--- config.mk ---
export PLATFORM = sky130hd
export DESIGN_NAME = pcvd_div
export DESIGN_NICKNAME = d
export VERILOG_FILES = /design/src/hw/rtl/pcvd_pkg.sv /design/src/hw/rtl/pcvd_div.sv
export SDC_FILE = /design/constraint.sdc
export NUM_CORES = 1
export LEC_CHECK = 0
export ABC_AREA = 1
export BUFFER_PORTS_ARGS = -buffer_cell sky130_fd_sc_hd__buf_4
export CAP_MARGIN = 10
export CELL_PAD_IN_SITES_DETAIL_PLACEMENT = 0
export CELL_PAD_IN_SITES_GLOBAL_PLACEMENT = 1
export CORE_MARGIN = 1
export CORE_UTILIZATION = 42
export DETAILED_ROUTE_END_ITERATION = 16
export PLACE_DENSITY = 0.93
export SYNTH_ARGS = -nofsm -noshare
export SYNTH_HDL_FRONTEND = slang
export SYNTH_SLANG_ARGS = --single-unit
export TNS_END_PERCENT = 50
--- constraint.sdc ---
create_clock -name clk -period 5.2 [get_ports clk]
set_clock_uncertainty 0.05 [all_clocks]
set_input_delay 0.26 -clock clk [delete_from_list [all_inputs] [get_ports clk]]
set_output_delay 0.26 -clock clk [all_outputs]
set_load 0.03 [all_outputs]
--- src/hw/rtl/pcvd_pkg.sv ---
// ----------------------------------------------------------------------------
// pcvd_pkg: shared types and constants
// Item structs, divider handshake structs and register defaults.
// ----------------------------------------------------------------------------
package pcvd_pkg;

	localparam int unsigned AXES      = 3;
	localparam int unsigned CFG_W     = 31;
	localparam int unsigned DIV_W     = 64;
	localparam int unsigned STEP_W    = 7;

	localparam logic [CFG_W-1:0] BOX_RESET  = 31'd65536000;
	localparam logic [CFG_W-1:0] MASS_RESET = 31'd65536;
	localparam logic [CFG_W-1:0] GID_RESET  = 31'd0;

	// floor(x/5) = (x * RECIP5) >> 34 for any 32-bit x
	localparam logic [31:0] RECIP5 = 32'hCCCC_CCCD;

	// register indexes
	localparam logic [1:0] REG_BOX  = 2'd0;
	localparam logic [1:0] REG_MASS = 2'd1;
	localparam logic [1:0] REG_GID  = 2'd2;
	localparam logic [1:0] REG_NONE = 2'd3;

	typedef struct packed {
		logic signed [31:0] pos_x;
		logic signed [31:0] pos_y;
		logic signed [31:0] pos_z;
		logic signed [31:0] vel_x;
		logic signed [31:0] vel_y;
		logic signed [31:0] vel_z;
		logic               last_in_group;
	} in_item_t;

	typedef struct packed {
		logic [31:0]        group_id;
		logic [24:0]        particle_count;
		logic [54:0]        total_mass;
		logic signed [31:0] com_x;
		logic signed [31:0] com_y;
		logic signed [31:0] com_z;
		logic signed [31:0] mean_vel_x;
		logic signed [31:0] mean_vel_y;
		logic signed [31:0] mean_vel_z;
		logic [31:0]        vel_dispersion;
		logic               periodic_used;
	} out_item_t;

	typedef struct packed {
		logic              start;
		logic [STEP_W-1:0] steps;
	} div_req_t;

	typedef struct packed {
		logic busy;
		logic done;
	} div_rsp_t;

endpackage

--- src/hw/rtl/pcvd_div.sv ---
// ----------------------------------------------------------------------------
// pcvd_div: serial restoring divider
// Unsigned, one quotient bit per cycle; dividend enters left-aligned and the
// low "steps" bits of the quotient register hold the result.
// ----------------------------------------------------------------------------
module pcvd_div #(
	parameter int unsigned CW = 25
) (
	input  logic                          clk,
	input  logic                          arst_n,
	input  pcvd_pkg::div_req_t            req,
	input  logic [pcvd_pkg::DIV_W-1:0]    dividend,
	input  logic [CW-1:0]                 divisor,
	output pcvd_pkg::div_rsp_t            rsp,
	output logic [pcvd_pkg::DIV_W-1:0]    quotient
);

	logic [CW-1:0]                      rem_q;
	logic [CW-1:0]                      dvs_q;
	logic [pcvd_pkg::DIV_W-1:0]         quo_q;
	logic [pcvd_pkg::STEP_W-1:0]        cnt_q;
	logic                               busy_q;
	logic                               done_q;
	logic [CW:0]                        trial;
	logic                               ge;

	always_comb begin
		trial = {rem_q, quo_q[pcvd_pkg::DIV_W-1]};
		ge    = (trial >= {1'b0, dvs_q});
	end

	always_ff @(posedge clk or negedge arst_n) begin
		if (!arst_n) begin
			busy_q <= 1'b0;
			done_q <= 1'b0;
			cnt_q  <= '0;
		end else begin
			done_q <= 1'b0;
			if (req.start) begin
				busy_q <= 1'b1;
				cnt_q  <= req.steps;
			end else if (busy_q) begin
				cnt_q <= cnt_q - 1'b1;
				if (cnt_q == pcvd_pkg::STEP_W'(1)) begin
					busy_q <= 1'b0;
					done_q <= 1'b1;
				end
			end
		end
	end

	always_ff @(posedge clk) begin
		if (req.start) begin
			rem_q <= '0;
			dvs_q <= divisor;
			quo_q <= dividend;
		end else if (busy_q) begin
			rem_q <= ge ? CW'(trial - {1'b0, dvs_q}) : CW'(trial);
			quo_q <= {quo_q[pcvd_pkg::DIV_W-2:0], ge};
		end
	end

	assign rsp.busy = busy_q;
	assign rsp.done = done_q;
	assign quotient = quo_q;

	a_no_restart: assert property (@(posedge clk) disable iff (!arst_n)
		req.start |-> !busy_q)
		else $error("divider restarted while busy");

	a_done_pulse: assert property (@(posedge clk) disable iff (!arst_n)
		done_q |-> !busy_q && $past(busy_q))
		else $error("divider done without a finished run");

	a_done_single: assert property (@(posedge clk) disable iff (!arst_n)
		done_q |=> !done_q)
		else $error("divider done held longer than one cycle");

endmodule

Yosys cells after proc, flatten, opt, wreduce, memory -nomap -nowiden
Cells that the tools add are included.
{"block": "totals", "register_bits": 123, "inputBits": 99, "out_inout_bits": 66, "word_cells": 22}
{"block": "classes", "addsub": 2, "order_cmp": 1, "n_eq_ne": 1, "n_mux": 11, "n_reduce_logical": 1}
{"operator": "$mux W64", "n": 2}
{"operator": "$ge A26 B25 Y1", "n": 1}
{"operator": "$mux W25", "n": 1}
{"operator": "$sub A25 B25 Y25", "n": 1}
{"operator": "$mux W7", "n": 2}
{"operator": "$eq A7 B1 Y1 const B", "n": 1}
{"operator": "$sub A7 B1 Y7 const B", "n": 1}
{"operator": "$mux W1", "n": 6}
{"operator": "$reduce_bool A2 Y1", "n": 1}

Logic depth before layout (Yosys ltp)
{"block": "depth", "word_depth": 4, "depth_mapped": 15, "mapped_depth_nobuf": 15}

Worst setup path before layout
OpenSTA, ideal clock, no wires.
{"block": "synth_path", "path_type": "reg-to-reg", "startpoint": "reg busy_q", "endpoint": "reg quo_q, in the netlist quotient[0] (enable)", "setup_time_ps": 421, "arrival_ps": 1919, "required_ps": 4729, "slack_ps": 2810, "stages_incl_launch_ff": 4, "path_buffers": 1, "synth_period_minus_slack_ps": 2390, "path_cell_list": "dfrtp_1 nor2_1 clkbuf_1 inv_1"}
{"block": "synth_via", "elab_chain_cells": 1}
{"item": "start, declared", "line_no": "pcvd_div.sv:22", "text": "logic busy_q;"}
{"item": "start signal, assigned", "line_no": "pcvd_div.sv:34", "text": "busy_q <= 1'b0;"}
{"item": "start signal, assigned", "line_no": "pcvd_div.sv:40", "text": "busy_q <= 1'b1;"}
{"item": "start signal, assigned", "line_no": "pcvd_div.sv:45", "text": "busy_q <= 1'b0;"}
{"item": "$reduce_bool A2 Y1 (no line)"}
{"item": "end signal, assigned", "line_no": "pcvd_div.sv:56", "text": "quo_q <= dividend;"}
{"item": "end signal, assigned", "line_no": "pcvd_div.sv:59", "text": "quo_q <= {quo_q[pcvd_pkg::DIV_W-2:0], ge};"}
{"item": "end, declared", "line_no": "pcvd_div.sv:20", "text": "logic [pcvd_pkg::DIV_W-1:0] quo_q;"}
No other way between the ends.
A chain may end at the register's enable or synchronous reset.

Final worst setup path
{"block": "layout_path", "startpoint": "reg quo_q, in the netlist quotient[63]", "endpoint": "reg quo_q, in the netlist quotient[0] (data pin)"}
{"block": "layout_via", "elab_chain_cells": 3}
{"item": "$ge A26 B25 Y1", "line_no": "pcvd_div.sv:29", "text": "ge = (trial >= {1'b0, dvs_q});"}
{"item": "$mux W64", "line_no": "pcvd_div.sv:57", "text": "end else if (busy_q) begin"}
{"item": "$mux W64", "line_no": "pcvd_div.sv:53", "text": "if (req.start) begin"}
No other way between the ends. The select of a mux whose other input is x is not followed.

==> results.toml <==
[run_status]
status = "completed"

[route]
wl_per_cell_um = 13.6
viasPerCell = 4.70
dr.pass1.iters = 5
drt-total-wl_um = 19000
vias = 6563
ant_nets = 0
drt_iter0_markers = 396
drcViolationCount = 0

[pwr]
p_leak_nw = 5.06
sequentialPowerShare_pct = 31.8
p_sw_w = 0.00166
ir_drop_v = 0.000261
clkPwrFrac_pct = 28.3
power_frac_comb_pct = 39.9
swShare_pct = 39.2
internal_power_w = 0.00257
power.density_mw_per_mm2 = 445

[cells_and_area]
final_cell_area_mm2 = 0.00952
final_cell_mix = "nand2_1, buf_4, inv_1"
syn2layout_area_growth_pct = 31.2
insertedDiodeCount = 0
layout_commonest_cell = "nand2_1"
instances_no_fill = 1395
nets = 1289
drive_gt1_share_pct = 18.6

[critical_path]
required_ps = 5320
crit_arrival_ps = 2990
end_kind = "flip-flop"
crit_path_max_fanout = 26
path_class = "reg -> reg"
crit_path_start_kind = "flip-flop"

[floorplan]
pin_count = 165
fp.coreArea_mm2 = 0.0167
die_y_um = 133
start_util_pct = 43.4
row_count = 47
fp.dieW_um = 133
die_area_mm2 = 0.0178

[synthesis]
synthFlopType = "edfxtp_1"
synth_xor_area_share_pct = 1.81
yosys_register_bits = 123
synth_mux_area_share_pct = 0
synth_compound_area_share_pct = 1.86
synthSimpleGateAreaFrac_pct = 34.4
netlist_area_mm2 = 0.00725
synth-adder-area-share_pct = 4.94
syn_inst = 977
ys.warnings.count = 0
avgSynthCellArea_um2 = 7.42
synth_edf_count = 89
synth_cell_type_count = 33
synthArstFlopShare_pct = 7.32
synth_top_family_by_area = "simple AND/OR/NAND/NOR gates"
seq_area_frac_synth_pct = 46.9
syn-num-nets = 1104

[place]
dp_slack_ps = 2350
place_inst = 1336
detailed_place.area_mm2 = 0.00865
dp_hpwl_um = 13700
numPortBuffers = 164
place.gp.congestion = 0.936

[timing]
slew_headroom_pct = 46.5
period_minus_slack_ps = 2870
hold_viol_final = 0
finalSetupTns_ps = 0
timing.final.ws_setup_ps = 2330
tightest_slew_ps = 801
setup_viol = 0
holdWs_ps = 18.7
period_share_pct = 55.1
fmax_mhz = 349
drv_slew = 0
grt_setup_unrepaired = "false"

[run]
drv_cap = 0

[grt]
overflow = 0
grt_pass1_wl_um = 31500
first_global_vias = 6297
grt_max_degree = 65
grt_usage_pct = 22.7
antenna_found_initial = 0

[clock_network]
cts.clk_slew.worst_paths_ps = 60
cts_tree = "built"
clockBufferDepth = 2
ctsResizeCount = 0
cts.sinks = 123
numCtsBuffers = 17
h-tree-depth = 4
clk_latency_ps = 420
cts_root_buf = "clkbuf_16"

[min_path]
hp-class = "in -> reg"
==> critical path, cell delays in order (launching register included) <==
cell      delay, ps
edfxtp_1        380
inv_1            90
ha_1            160
inv_1            60
fa_1            420
nand3_1         110
nand3_1         160
nand2_2         520
nand3_4         420
nand2_1         160
nand2_1          70
==> registers in the layout (all words and copies together), names as in the netlist <==
register	cells
cnt_q	7
dvs_q	25
quotient	64
rem_q	25
busy_q	1
done_q	1
==> metal layers <==
layer | track usage (%) | vias up | wire [µm]
met4 | 7.77 | 0 | 380
met5 | 0 | - | 0
met1 | 28.5 | 2917 | 8240
met2 | 36.9 | 204 | 8980
met3 | 6.93 | 27 | 1400
li1 | - | 3415 | -
==> through the flow <==
stage          utilization (%)  total power, W
3_5_place_dp              51.8         0.00303
4_1_cts                   57.0         0.00426
6_report                  57.0         0.00423
2_1_floorplan                -         0.00260
5_1_grt                   57.0         0.00456
3_3_place_gp              51.8         0.00303
==> Yosys cell counts (6+ instances only) <==
library cell  number  share of area [%]
nand3_1           46                3.2
dfxtp_1           25                6.9
nand4_1           34                2.9
xnor2_1           11                1.3
clkbuf_1          14               0.72
buf_2              6               0.41
edfxtp_1          89                 37
ha_1              27                4.7
inv_1            156                8.1
nand2_1          470                 24
buf_1              6               0.31
a21oi_1           10               0.69
dfrtp_1            9                3.1
nor2_2             6               0.52
nor2_1            32                1.7
==> cell families (layout without fill, tap and decap cells) <==
kind of cell	count (synthesis)	in the layout
compound gates	20	20
simple gates	604	604
buf+inv	187	385
flops	123	123
fa+ha+maj	28	28
xor+xnor	15	15
==> timing repair <==
action / CTS / global route
endpoints found under the hold margin: 35 / 0
setup buffers: 0 / 0
setup endpoints to repair: 0 / 0
hold buffers: 27 / 0
==> path summary, 6_finish.rpt <==
| check | depth (start not counted) | slack (ps) | startpoint | end |
|---|---|---|---|---|
| worst max-delay path | 10 | 2330 | quotient[63] | quotient[0] |
| worst min-delay path | 3 | 20 | req[3] | cnt_q[3] |
| worst max register to register | 10 | 2330 | quotient[63] | quotient[0] |
| worst min register to register | 2 | 420 | rem_q[7] | rem_q[7] |
| max in group asynchronous | 2 | 4820 | arst_n | cnt_q[3] |
| min in group asynchronous | 2 | 150 | arst_n | done_q |
==> power by group through the flow <==
stage	combinational [W]	clock, W	sequential [W]
after floorplan	0.00115	0	0.00145
after global placement	0.00167	0	0.00135
after detailed placement	0.00168	0	0.00136
after CTS	0.00170	0.00122	0.00134
after global routing	0.00192	0.00127	0.00137
final	0.00169	0.00120	0.00134
==> final cells by class <==
| cell class | count | area, µm² |
|---|---|---|
| Clock buffer | 17 | 425 |
| Clock inverter | 15 | 165 |
| Fill cell | 1624 | 7190 |
| Inverter | 157 | 589 |
| Multi-Input combinational cell | 667 | 3120 |
| Sequential cell | 123 | 3400 |
| Tap cell | 220 | 275 |
| Timing Repair Buffer | 196 | 1540 |
No activity file was read; power rests on OpenSTA's default activity.
